==> config.mk <==
export PLATFORM = sky130hd
export DESIGN_NAME = winograd_f2x2_3x3_filter_transform_flat
export DESIGN_NICKNAME = d
export VERILOG_FILES = /design/src/hw/rtl/wgft_pkg.sv /design/src/hw/rtl/wgft_filt_if.sv /design/src/hw/rtl/wgft_row_if.sv /design/src/hw/rtl/winograd_f2x2_3x3_filter_transform.sv /design/src/flat_wrapper.sv
export SDC_FILE = /design/constraint.sdc
export NUM_CORES = 2
export LEC_CHECK = 0
export BUFFER_PORTS_ARGS = -buffer_cell sky130_fd_sc_hd__buf_2
export CAP_MARGIN = 20
export CORE_MARGIN = 2
export CORE_UTILIZATION = 40
export DETAILED_ROUTE_END_ITERATION = 16
export GPL_ROUTABILITY_DRIVEN = 1
export PLACE_DENSITY_LB_ADDON = 0.05
export RECOVER_POWER = 25
export SYNTH_ARGS = -nofsm -noshare
export SYNTH_HDL_FRONTEND = slang
export SYNTH_SLANG_ARGS = --single-unit
==> constraint.sdc <==
create_clock -name i_clk -period 10.08 [get_ports i_clk]
set_input_delay 2.016 -clock i_clk [delete_from_list [all_inputs] [get_ports i_clk]]
set_output_delay 2.016 -clock i_clk [all_outputs]
set_load 0.005 [all_outputs]
==> src/hw/rtl/wgft_pkg.sv <==
// Shared constants and types for the Winograd F(2x2,3x3) filter transform.
// No dependencies.
`timescale 1ns / 1ps

package wgft_pkg;

    localparam int WEIGHT_BITS = 16;
    localparam int INDEX_BITS  = 10;
    localparam int T_BITS      = WEIGHT_BITS + 2;   // H*f partial products
    localparam int U_BITS      = WEIGHT_BITS + 4;   // 4*U values
    localparam int NUM_ROWS    = 4;
    localparam int ROW_BITS    = $clog2(NUM_ROWS);

    typedef logic signed [WEIGHT_BITS-1:0] t_weight;
    typedef logic        [INDEX_BITS-1:0]  t_index;
    typedef logic signed [T_BITS-1:0]      t_tval;
    typedef logic signed [U_BITS-1:0]      t_uval;
    typedef logic        [ROW_BITS-1:0]    t_row;

    localparam t_row LAST_ROW = ROW_BITS'(NUM_ROWS - 1);

endpackage

==> src/hw/rtl/wgft_filt_if.sv <==
// Filter request channel: nine weights and the placement indices.
// Depends on wgft_pkg.
`timescale 1ns / 1ps

interface wgft_filt_if import wgft_pkg::*; ();

    logic    valid;
    logic    ready;
    t_weight w00;
    t_weight w01;
    t_weight w02;
    t_weight w10;
    t_weight w11;
    t_weight w12;
    t_weight w20;
    t_weight w21;
    t_weight w22;
    t_index  out_index;
    t_index  chan_index;

    modport source (
        output valid, w00, w01, w02, w10, w11, w12, w20, w21, w22, out_index, chan_index,
        input  ready
    );

    modport sink (
        input  valid, w00, w01, w02, w10, w11, w12, w20, w21, w22, out_index, chan_index,
        output ready
    );

endinterface

==> src/hw/rtl/wgft_row_if.sv <==
// Result row channel: one row of the transformed 4x4 tile per request.
// Depends on wgft_pkg.
`timescale 1ns / 1ps

interface wgft_row_if import wgft_pkg::*; ();

    logic   valid;
    logic   ready;
    t_row   row_index;
    t_uval  u0;
    t_uval  u1;
    t_uval  u2;
    t_uval  u3;
    t_index res_out_index;
    t_index res_chan_index;
    logic   last_row;

    modport source (
        output valid, row_index, u0, u1, u2, u3, res_out_index, res_chan_index, last_row,
        input  ready
    );

    modport sink (
        input  valid, row_index, u0, u1, u2, u3, res_out_index, res_chan_index, last_row,
        output ready
    );

endinterface

==> src/hw/rtl/winograd_f2x2_3x3_filter_transform.sv <==
// Winograd F(2x2,3x3) filter transform, top level.
// Depends on wgft_pkg, wgft_filt_if, wgft_row_if.
//
// Usage:
//   i_filt carries one 3x3 filter per request (nine signed weights plus the
//   output and channel indices). o_row returns the transformed tile 4*G f G^T
//   as four row requests, row_index 0..3, last_row set on row 3, indices
//   copied from the filter.
//   Pipeline: input register, H*f stage, (H*f)*H^T stage, row serializer.
//   The first row of a filter is valid once it has passed the input register
//   and both transform stages; the rows follow on consecutive cycles when the
//   receiver is ready. A new filter enters the serializer only when it is empty
//   or its last row is taken; up to three more filters wait in earlier stages.
//   i_filt.ready drops only when all four stages are full and the last row
//   is not being taken in that cycle.
//   Reset (i_rst_n low, synchronous) empties all stages and clears the row
//   counter. When o_row.ready is low the current row holds unchanged and the
//   stages behind it fill up; nothing is dropped or repeated.
`timescale 1ns / 1ps

module winograd_f2x2_3x3_filter_transform import wgft_pkg::*; (
    input  logic        i_clk,
    input  logic        i_rst_n,
    wgft_filt_if.sink   i_filt,
    wgft_row_if.source  o_row
);

    logic    r_s1_vld, r_s2_vld, r_s3_vld, r_s4_vld;
    t_row    r_row;
    t_weight r_s1_w [3][3];
    t_index  r_s1_oi, r_s1_ci, r_s2_oi, r_s2_ci, r_s3_oi, r_s3_ci, r_s4_oi, r_s4_ci;
    t_tval   r_s2_t [4][3];
    t_tval   n_s2_t [4][3];
    t_uval   r_s3_u [4][4];
    t_uval   n_s3_u [4][4];
    t_uval   r_s4_u [4][4];
    logic    out_tx, last_tx, ld1, ld2, ld3, ld4;

    assign out_tx  = o_row.valid & o_row.ready;
    assign last_tx = out_tx & (r_row == LAST_ROW);
    assign ld4     = !r_s4_vld | last_tx;
    assign ld3     = !r_s3_vld | ld4;
    assign ld2     = !r_s2_vld | ld3;
    assign ld1     = !r_s1_vld | ld2;

    assign i_filt.ready = ld1;

    // t = H f, column by column
    always_comb begin
        for (int c = 0; c < 3; c++) begin
            n_s2_t[0][c] = T_BITS'(r_s1_w[0][c]) <<< 1;
            n_s2_t[1][c] = T_BITS'(r_s1_w[0][c]) + T_BITS'(r_s1_w[1][c])
                         + T_BITS'(r_s1_w[2][c]);
            n_s2_t[2][c] = T_BITS'(r_s1_w[0][c]) - T_BITS'(r_s1_w[1][c])
                         + T_BITS'(r_s1_w[2][c]);
            n_s2_t[3][c] = T_BITS'(r_s1_w[2][c]) <<< 1;
        end
    end

    // u = t H^T, row by row
    always_comb begin
        for (int r = 0; r < 4; r++) begin
            n_s3_u[r][0] = U_BITS'(r_s2_t[r][0]) <<< 1;
            n_s3_u[r][1] = U_BITS'(r_s2_t[r][0]) + U_BITS'(r_s2_t[r][1])
                         + U_BITS'(r_s2_t[r][2]);
            n_s3_u[r][2] = U_BITS'(r_s2_t[r][0]) - U_BITS'(r_s2_t[r][1])
                         + U_BITS'(r_s2_t[r][2]);
            n_s3_u[r][3] = U_BITS'(r_s2_t[r][2]) <<< 1;
        end
    end

    always_ff @(posedge i_clk) begin
        if (!i_rst_n) begin
            r_s1_vld <= 1'b0;
            r_s2_vld <= 1'b0;
            r_s3_vld <= 1'b0;
            r_s4_vld <= 1'b0;
            r_row    <= '0;
        end else begin
            if (ld1) r_s1_vld <= i_filt.valid;
            if (ld2) r_s2_vld <= r_s1_vld;
            if (ld3) r_s3_vld <= r_s2_vld;
            if (ld4) begin
                r_s4_vld <= r_s3_vld;
                r_row    <= '0;
            end else if (out_tx) begin
                r_row    <= r_row + 1'b1;
            end
        end
    end

    always_ff @(posedge i_clk) begin
        if (ld1) begin
            r_s1_w[0][0] <= i_filt.w00;
            r_s1_w[0][1] <= i_filt.w01;
            r_s1_w[0][2] <= i_filt.w02;
            r_s1_w[1][0] <= i_filt.w10;
            r_s1_w[1][1] <= i_filt.w11;
            r_s1_w[1][2] <= i_filt.w12;
            r_s1_w[2][0] <= i_filt.w20;
            r_s1_w[2][1] <= i_filt.w21;
            r_s1_w[2][2] <= i_filt.w22;
            r_s1_oi      <= i_filt.out_index;
            r_s1_ci      <= i_filt.chan_index;
        end
        if (ld2) begin
            r_s2_t  <= n_s2_t;
            r_s2_oi <= r_s1_oi;
            r_s2_ci <= r_s1_ci;
        end
        if (ld3) begin
            r_s3_u  <= n_s3_u;
            r_s3_oi <= r_s2_oi;
            r_s3_ci <= r_s2_ci;
        end
        if (ld4) begin
            r_s4_u  <= r_s3_u;
            r_s4_oi <= r_s3_oi;
            r_s4_ci <= r_s3_ci;
        end
    end

    assign o_row.valid          = r_s4_vld;
    assign o_row.row_index      = r_row;
    assign o_row.u0             = r_s4_u[r_row][0];
    assign o_row.u1             = r_s4_u[r_row][1];
    assign o_row.u2             = r_s4_u[r_row][2];
    assign o_row.u3             = r_s4_u[r_row][3];
    assign o_row.res_out_index  = r_s4_oi;
    assign o_row.res_chan_index = r_s4_ci;
    assign o_row.last_row       = (r_row == LAST_ROW);

    a_row_idle_zero: assert property (@(posedge i_clk) disable iff (!i_rst_n)
        !r_s4_vld |-> r_row == '0)
        else $error("row counter not at zero while serializer empty");

    a_rows_continue: assert property (@(posedge i_clk) disable iff (!i_rst_n)
        out_tx && !o_row.last_row |=> o_row.valid
            && o_row.row_index == $past(o_row.row_index) + 1'b1)
        else $error("tile rows not delivered in order");

    a_tile_indices_hold: assert property (@(posedge i_clk) disable iff (!i_rst_n)
        out_tx && !o_row.last_row |=> $stable(o_row.res_out_index)
            && $stable(o_row.res_chan_index))
        else $error("indices changed within a tile");

endmodule

==> src/flat_wrapper.sv <==
// flat-port wrapper written by rule: the top's interface ports become plain ports
module winograd_f2x2_3x3_filter_transform_flat import wgft_pkg::*;
  (i_clk, i_rst_n, i_filt_valid, i_filt_w00, i_filt_w01, i_filt_w02, i_filt_w10, i_filt_w11, i_filt_w12, i_filt_w20, i_filt_w21, i_filt_w22, i_filt_out_index, i_filt_chan_index, i_filt_ready, o_row_valid, o_row_row_index, o_row_u0, o_row_u1, o_row_u2, o_row_u3, o_row_res_out_index, o_row_res_chan_index, o_row_last_row, o_row_ready);
  wgft_filt_if i_filt_i ();
  wgft_row_if o_row_i ();
  input  logic i_clk;
  input  logic i_rst_n;
  input wire logic [$bits(i_filt_i.valid)-1:0] i_filt_valid;
  input wire logic [$bits(i_filt_i.w00)-1:0] i_filt_w00;
  input wire logic [$bits(i_filt_i.w01)-1:0] i_filt_w01;
  input wire logic [$bits(i_filt_i.w02)-1:0] i_filt_w02;
  input wire logic [$bits(i_filt_i.w10)-1:0] i_filt_w10;
  input wire logic [$bits(i_filt_i.w11)-1:0] i_filt_w11;
  input wire logic [$bits(i_filt_i.w12)-1:0] i_filt_w12;
  input wire logic [$bits(i_filt_i.w20)-1:0] i_filt_w20;
  input wire logic [$bits(i_filt_i.w21)-1:0] i_filt_w21;
  input wire logic [$bits(i_filt_i.w22)-1:0] i_filt_w22;
  input wire logic [$bits(i_filt_i.out_index)-1:0] i_filt_out_index;
  input wire logic [$bits(i_filt_i.chan_index)-1:0] i_filt_chan_index;
  output wire logic [$bits(i_filt_i.ready)-1:0] i_filt_ready;
  output wire logic [$bits(o_row_i.valid)-1:0] o_row_valid;
  output wire logic [$bits(o_row_i.row_index)-1:0] o_row_row_index;
  output wire logic [$bits(o_row_i.u0)-1:0] o_row_u0;
  output wire logic [$bits(o_row_i.u1)-1:0] o_row_u1;
  output wire logic [$bits(o_row_i.u2)-1:0] o_row_u2;
  output wire logic [$bits(o_row_i.u3)-1:0] o_row_u3;
  output wire logic [$bits(o_row_i.res_out_index)-1:0] o_row_res_out_index;
  output wire logic [$bits(o_row_i.res_chan_index)-1:0] o_row_res_chan_index;
  output wire logic [$bits(o_row_i.last_row)-1:0] o_row_last_row;
  input wire logic [$bits(o_row_i.ready)-1:0] o_row_ready;
  assign i_filt_i.valid = i_filt_valid;
  assign i_filt_i.w00 = i_filt_w00;
  assign i_filt_i.w01 = i_filt_w01;
  assign i_filt_i.w02 = i_filt_w02;
  assign i_filt_i.w10 = i_filt_w10;
  assign i_filt_i.w11 = i_filt_w11;
  assign i_filt_i.w12 = i_filt_w12;
  assign i_filt_i.w20 = i_filt_w20;
  assign i_filt_i.w21 = i_filt_w21;
  assign i_filt_i.w22 = i_filt_w22;
  assign i_filt_i.out_index = i_filt_out_index;
  assign i_filt_i.chan_index = i_filt_chan_index;
  assign i_filt_ready = i_filt_i.ready;
  assign o_row_valid = o_row_i.valid;
  assign o_row_row_index = o_row_i.row_index;
  assign o_row_u0 = o_row_i.u0;
  assign o_row_u1 = o_row_i.u1;
  assign o_row_u2 = o_row_i.u2;
  assign o_row_u3 = o_row_i.u3;
  assign o_row_res_out_index = o_row_i.res_out_index;
  assign o_row_res_chan_index = o_row_i.res_chan_index;
  assign o_row_last_row = o_row_i.last_row;
  assign o_row_i.ready = o_row_ready;
  winograd_f2x2_3x3_filter_transform u_core (.i_clk(i_clk), .i_rst_n(i_rst_n), .i_filt(i_filt_i), .o_row(o_row_i));
endmodule
Word level (Yosys, flattened, before mapping)
Memories as Yosys holds them, arrays and structs flattened.
Cells that the tools add are included.

storage, ports and cells
  input bits = 168
  register bits after elaboration = 882
  output and inout bits = 105
  word-level logic and storage cells = 107
  memories kept = 1
  memory bits (writable) = 144

memory list
  name           words  bits a word  rd ports  clocked after Yosys merged registers in  wr ports  line                                      source
  u_core.r_s1_w  3      48           3         0                                        3         winograd_f2x2_3x3_filter_transform.sv:30  t_weight r_s1_w [3][3];

cells by class
  muxes and demuxes = 5
  reductions and logical operators = 5
  bitwise gates (word level) = 8
  $add $sub $neg = 29
  eq/ne operators = 1
  order comparisons = 1

operators with widths
  cell                                                            number
  80-bit binary-select mux with 2-bit select                      1
  80-bit 2-to-1 mux                                               2
  17-bit by 16-bit adder with 18-bit output                       6
  19-bit by 18-bit adder with 20-bit output                       4
  18-bit by 17-bit adder with 19-bit output                       4
  16-bit by 16-bit adder with 17-bit output                       3
  16-bit by 16-bit subtractor with 17-bit output                  3
  18-bit by 18-bit adder with 19-bit output                       2
  18-bit by 18-bit subtractor with 19-bit output                  2
  17-bit by 17-bit adder with 18-bit output                       2
  17-bit by 17-bit subtractor with 18-bit output                  2
  1-bit logical NOT                                               4
  1-bit OR                                                        4
  3-bit >= comparator (second input constant)                     1
  2-bit NOT with 3-bit output                                     1
  2-bit by 1-bit adder with 2-bit output (second input constant)  1
  1-bit AND                                                       2
  2-bit == test (second input constant)                           1
  1-bit 2-to-1 mux                                                2
  2-bit OR reduction                                              1
  1-bit NOT                                                       1

Logic depth before layout (Yosys ltp)
  word-level depth = 8
  depth in mapped cells = 13

Worst setup path before layout
Ideal clock, no wire load.

  kind = in2reg
  start point = in o_row_ready
  end point = reg u_core.r_s3_ci[0], enable pin
  stages on the path = 3
  library setup time = 652 ps
  setup slack = 1,258 ps
  path buffers = 0
  data arrival time = 8,170 ps
  cell sequence = a21boi_0 -> and2_1 -> inv_1

between the ends
  longest elaborated chain between the ends = 4

ends and longest elaborated chain
  item                  line                                       source
  from (decl)           flat_wrapper.sv:30                         input wire logic [$bits(o_row_i.ready)-1:0] o_row_ready;
  1-bit AND             winograd_f2x2_3x3_filter_transform.sv:39   assign out_tx = o_row.valid & o_row.ready;
  1-bit AND             winograd_f2x2_3x3_filter_transform.sv:40   assign last_tx = out_tx & (r_row == LAST_ROW);
  1-bit OR              winograd_f2x2_3x3_filter_transform.sv:41   assign ld4 = !r_s4_vld | last_tx;
  1-bit OR              winograd_f2x2_3x3_filter_transform.sv:42   assign ld3 = !r_s3_vld | ld4;
  net u_core.ld3        winograd_f2x2_3x3_filter_transform.sv:37   logic out_tx, last_tx, ld1, ld2, ld3, ld4;
  to (signal assigned)  winograd_f2x2_3x3_filter_transform.sv:114  r_s3_ci <= r_s2_ci;
  to (decl)             winograd_f2x2_3x3_filter_transform.sv:31   t_index r_s1_oi, r_s1_ci, r_s2_oi, r_s2_ci, r_s3_oi, r_s3_ci, r_s4_oi, r_s4_ci;

The timed path passes the listed nets, and every way through them passes these cells.
A chain may end at the register's enable or synchronous reset.

Worst setup path after layout
  start point = in o_row_ready
  end point = out i_filt_ready

between the ends
  longest elaborated chain between the ends = 6

ends and longest elaborated chain
  item       line                                      source
  1-bit AND  winograd_f2x2_3x3_filter_transform.sv:39
  1-bit AND  winograd_f2x2_3x3_filter_transform.sv:40
  1-bit OR   winograd_f2x2_3x3_filter_transform.sv:41
  1-bit OR   winograd_f2x2_3x3_filter_transform.sv:42
  1-bit OR   winograd_f2x2_3x3_filter_transform.sv:43  assign ld2 = !r_s2_vld | ld3;
  1-bit OR   winograd_f2x2_3x3_filter_transform.sv:44  assign ld1 = !r_s1_vld | ld2;
  to (decl)  flat_wrapper.sv:20                        output wire logic [$bits(i_filt_i.ready)-1:0] i_filt_ready;

Every way passes these cells.

==> run summary <==
Slowest cell on crit path = a21boi_0
setup TNS = 0 ns
Crit path required time = 8.06 ns
Worst Path Max Fanout = 5
CTS resizes = 0
Slew headroom = 26.84%
Pleak = 24.40 nW
overall power = 19.38 mW
Final #Nets = 4611
Worst path max stage delay = 0.61 ns
clk_lat worst skew = 0.76 ns
Die Wd = 358.1 um
filler cell count = 11150
Seq/Total Area, Yosys = 59.44%
via/cell ratio = 4.959
Peak VDD IR = 0.0001976 V
most frequent CP cell = buf_2
WL final = 128300 um
delay-heaviest family, CP = simple AND/OR/NAND/NOR gates
area of the multi-input gates = 0.01724 sq mm
Detailed Routing Iterations Pass 1 = 5
Detail Placement HPWL = 100200 um
Synth area leader = edfxtp_1
synth top area cells = edfxtp_1 59%, fa_1 9.6%, ha_1 6.1%
H-tree levels = 3
starting density of the core = 40.41%
Boundary Pins = 273
Area growth syn-to-layout = 13.99%
Worst EP arrival = 3.85 ns
die height = 358.1 um
Clock transition at path regs = 0.06 ns
vias in the first global route = 28740
Num CTS Buffers = 109
Buf/Inv on CP = 2
Seq cells post-synth = 995
Synth Cell Area = 0.05016 sq mm
Hold Crit Class = reg -> reg
cell area after layout = 0.05718 sq mm
Clock Root Buffer = clkbuf_16
Synth cell types = 80
crit path launch type = input pin
Fmax = 170.5 MHz
minimum clock period = 5.866 ns
Storage cell area = 0.02983 sq mm
critical path type = in -> out
asr flop ratio synth = 0%
final-report hold violation count = 0
I/O Buffers = 270
clock sinks = 995
status = finished, final reports clean
CP Capture Type = primary output
Rows = 129
Iteration-0 DRC Markers = 2321
first-pass GRT wire length = 184500 um
routability cong. = 0.8748
DIE AREA = 0.1283 sq mm
count leader, synth = edfxtp_1
post-route ant nets = 0
CTS tree = built
layout cell share with drive strength beyond 1 = 13.50%
final period utilization = 58.19%
crit-path cells = buf_2, a21boi_0, and2_1, nand3_4, buf_2
core area = 0.1241 sq mm
Post-CTS Setup Bufs = 0
DRC Markers = 0
Syn Inst Count = 3613
grt total ovfl = 0
pin count of the biggest net entering global routing = 113
CTS Hold Bufs = 0
final setup vio count = 0
Worst Max-Slew Pin Slew = 1.097 ns
syn_area_per_cell = 13.88 sq um
dominant synthesized flop cell = edfxtp_1
initial antenna violation count = 12
clk_skew = 0.07898 ns
via count = 28230
Post-synth top cells = 989 x edfxtp_1, 770 x inv_1, 243 x ha_1
RSZ-0062 raised after global routing = false
Syn. warnings = 0
Yosys top cell area share = 59.21%
clock buffer depth = 3
total power divided by cell area = 338.9 mW/mm^2
max cap viols = 0
EDFF count, synth = 989
drt wl/cell = 22.54 um
Slew Limit Fails = 0
post-place instance area = 0.05350 sq mm
Total GRT Usage = 20.15%
==> sequential cells by signal (all words and copies together) (netlist names) <==
name                         count
u_core.n_s3_u                  134
u_core.o_row.res_chan_index     10
u_core.o_row.res_out_index      10
u_core.o_row.row_index           2
u_core.o_row.valid               1
u_core.r_s1_ci                  10
u_core.r_s1_oi                  10
u_core.r_s1_vld                  1
u_core.r_s1_w                  144
u_core.r_s2_ci                  10
u_core.r_s2_oi                  10
u_core.r_s2_t                   67
u_core.r_s2_vld                  1
u_core.r_s3_ci                  10
u_core.r_s3_oi                  10
u_core.r_s3_u                  282
u_core.r_s3_vld                  1
u_core.r_s4_u                  282
==> area by class of cell <==
| type | count | share of cell area, % |
|---|---|---|
| Antenna cell | 5 | 0.02188 |
| Clock buffer | 133 | 4.928 |
| Clock inverter | 70 | 1.484 |
| Inverter | 770 | 5.081 |
| Multi-Input combinational cell | 1796 | 30.16 |
| Sequential cell | 995 | 52.16 |
| Tap cell | 1637 | 3.582 |
| Timing Repair Buffer | 287 | 2.586 |
==> kinds of logic (layout without fill, tap and decap cells) <==
family	Yosys count	after routing	share of synthesized area, %
AO/OA/AOI/OAI	583	583	7.605
XOR/XNOR	169	169	2.951
adder cells (fa/ha/maj)	484	484	15.68
buffers and inverters	823	1260	6.226
flip-flops	995	995	59.44
multiplexers	83	83	3.455
other	1	7	0.007476
AND/OR/NAND/NOR	475	475	4.632
==> power breakdown <==
group	internal [mW]	total [mW]	leakage, nW	switching (mW)
registers	6.34	6.83	10.5	0.492
logic	3.19	8.51	12.1	5.33
clock network	2.34	4.03	1.76	1.69
total	11.9	19.4	24.4	7.51
==> routing by layer <==
layer  routed length [um]  track usage (%)
met1                62360            30.68
met2                56090            30.28
met3                 6626            2.433
met4                 3245            5.958
met5                   19                0
==> per-stage QoR <==
step | setup WS, ns | util, % | cells | hold WS (ns)
3_5_place_dp | 4.190 | 43.11 | 5485 | 0.4045
5_1_grt | 4.120 | 46.06 | 5688 | 0.3934
3_3_place_gp | 4.206 | 43.11 | 5485 | 0.4001
6_report | 4.214 | 46.07 | 5693 | 0.3807
2_1_floorplan | 1.258 | - | 3614 | 0.4003
4_1_cts | 4.190 | 46.06 | 5688 | 0.3713
==> layout by cell type (no fill, tap or decap), types with 81 or more instances in the layout <==
master,instances
a21oi_1,177
buf_2,270
clkbuf_16,109
edfxtp_1,989
fa_1,241
ha_1,243
inv_1,768
nand2_1,81
nor2_1,153
o21ai_0,104
xnor2_1,122
==> worst paths after layout <==
check / from / end / slack (ns) / depth (start not counted)
min reg2reg: u_core.r_s3_u[153]$_DFFE_PP_ / u_core.r_s4_u[153]$_DFFE_PP_ / 0.38 / 0
max: o_row_ready / i_filt_ready / 4.21 / 5
max reg2reg: u_core.o_row.row_index[1]$_SDFFE_PP0P_ / u_core.n_s3_u[316]$_DFFE_PP_ / 5.26 / 6
min: u_core.r_s3_u[153]$_DFFE_PP_ / u_core.r_s4_u[153]$_DFFE_PP_ / 0.38 / 0
(Power assumes the default switching activity.)
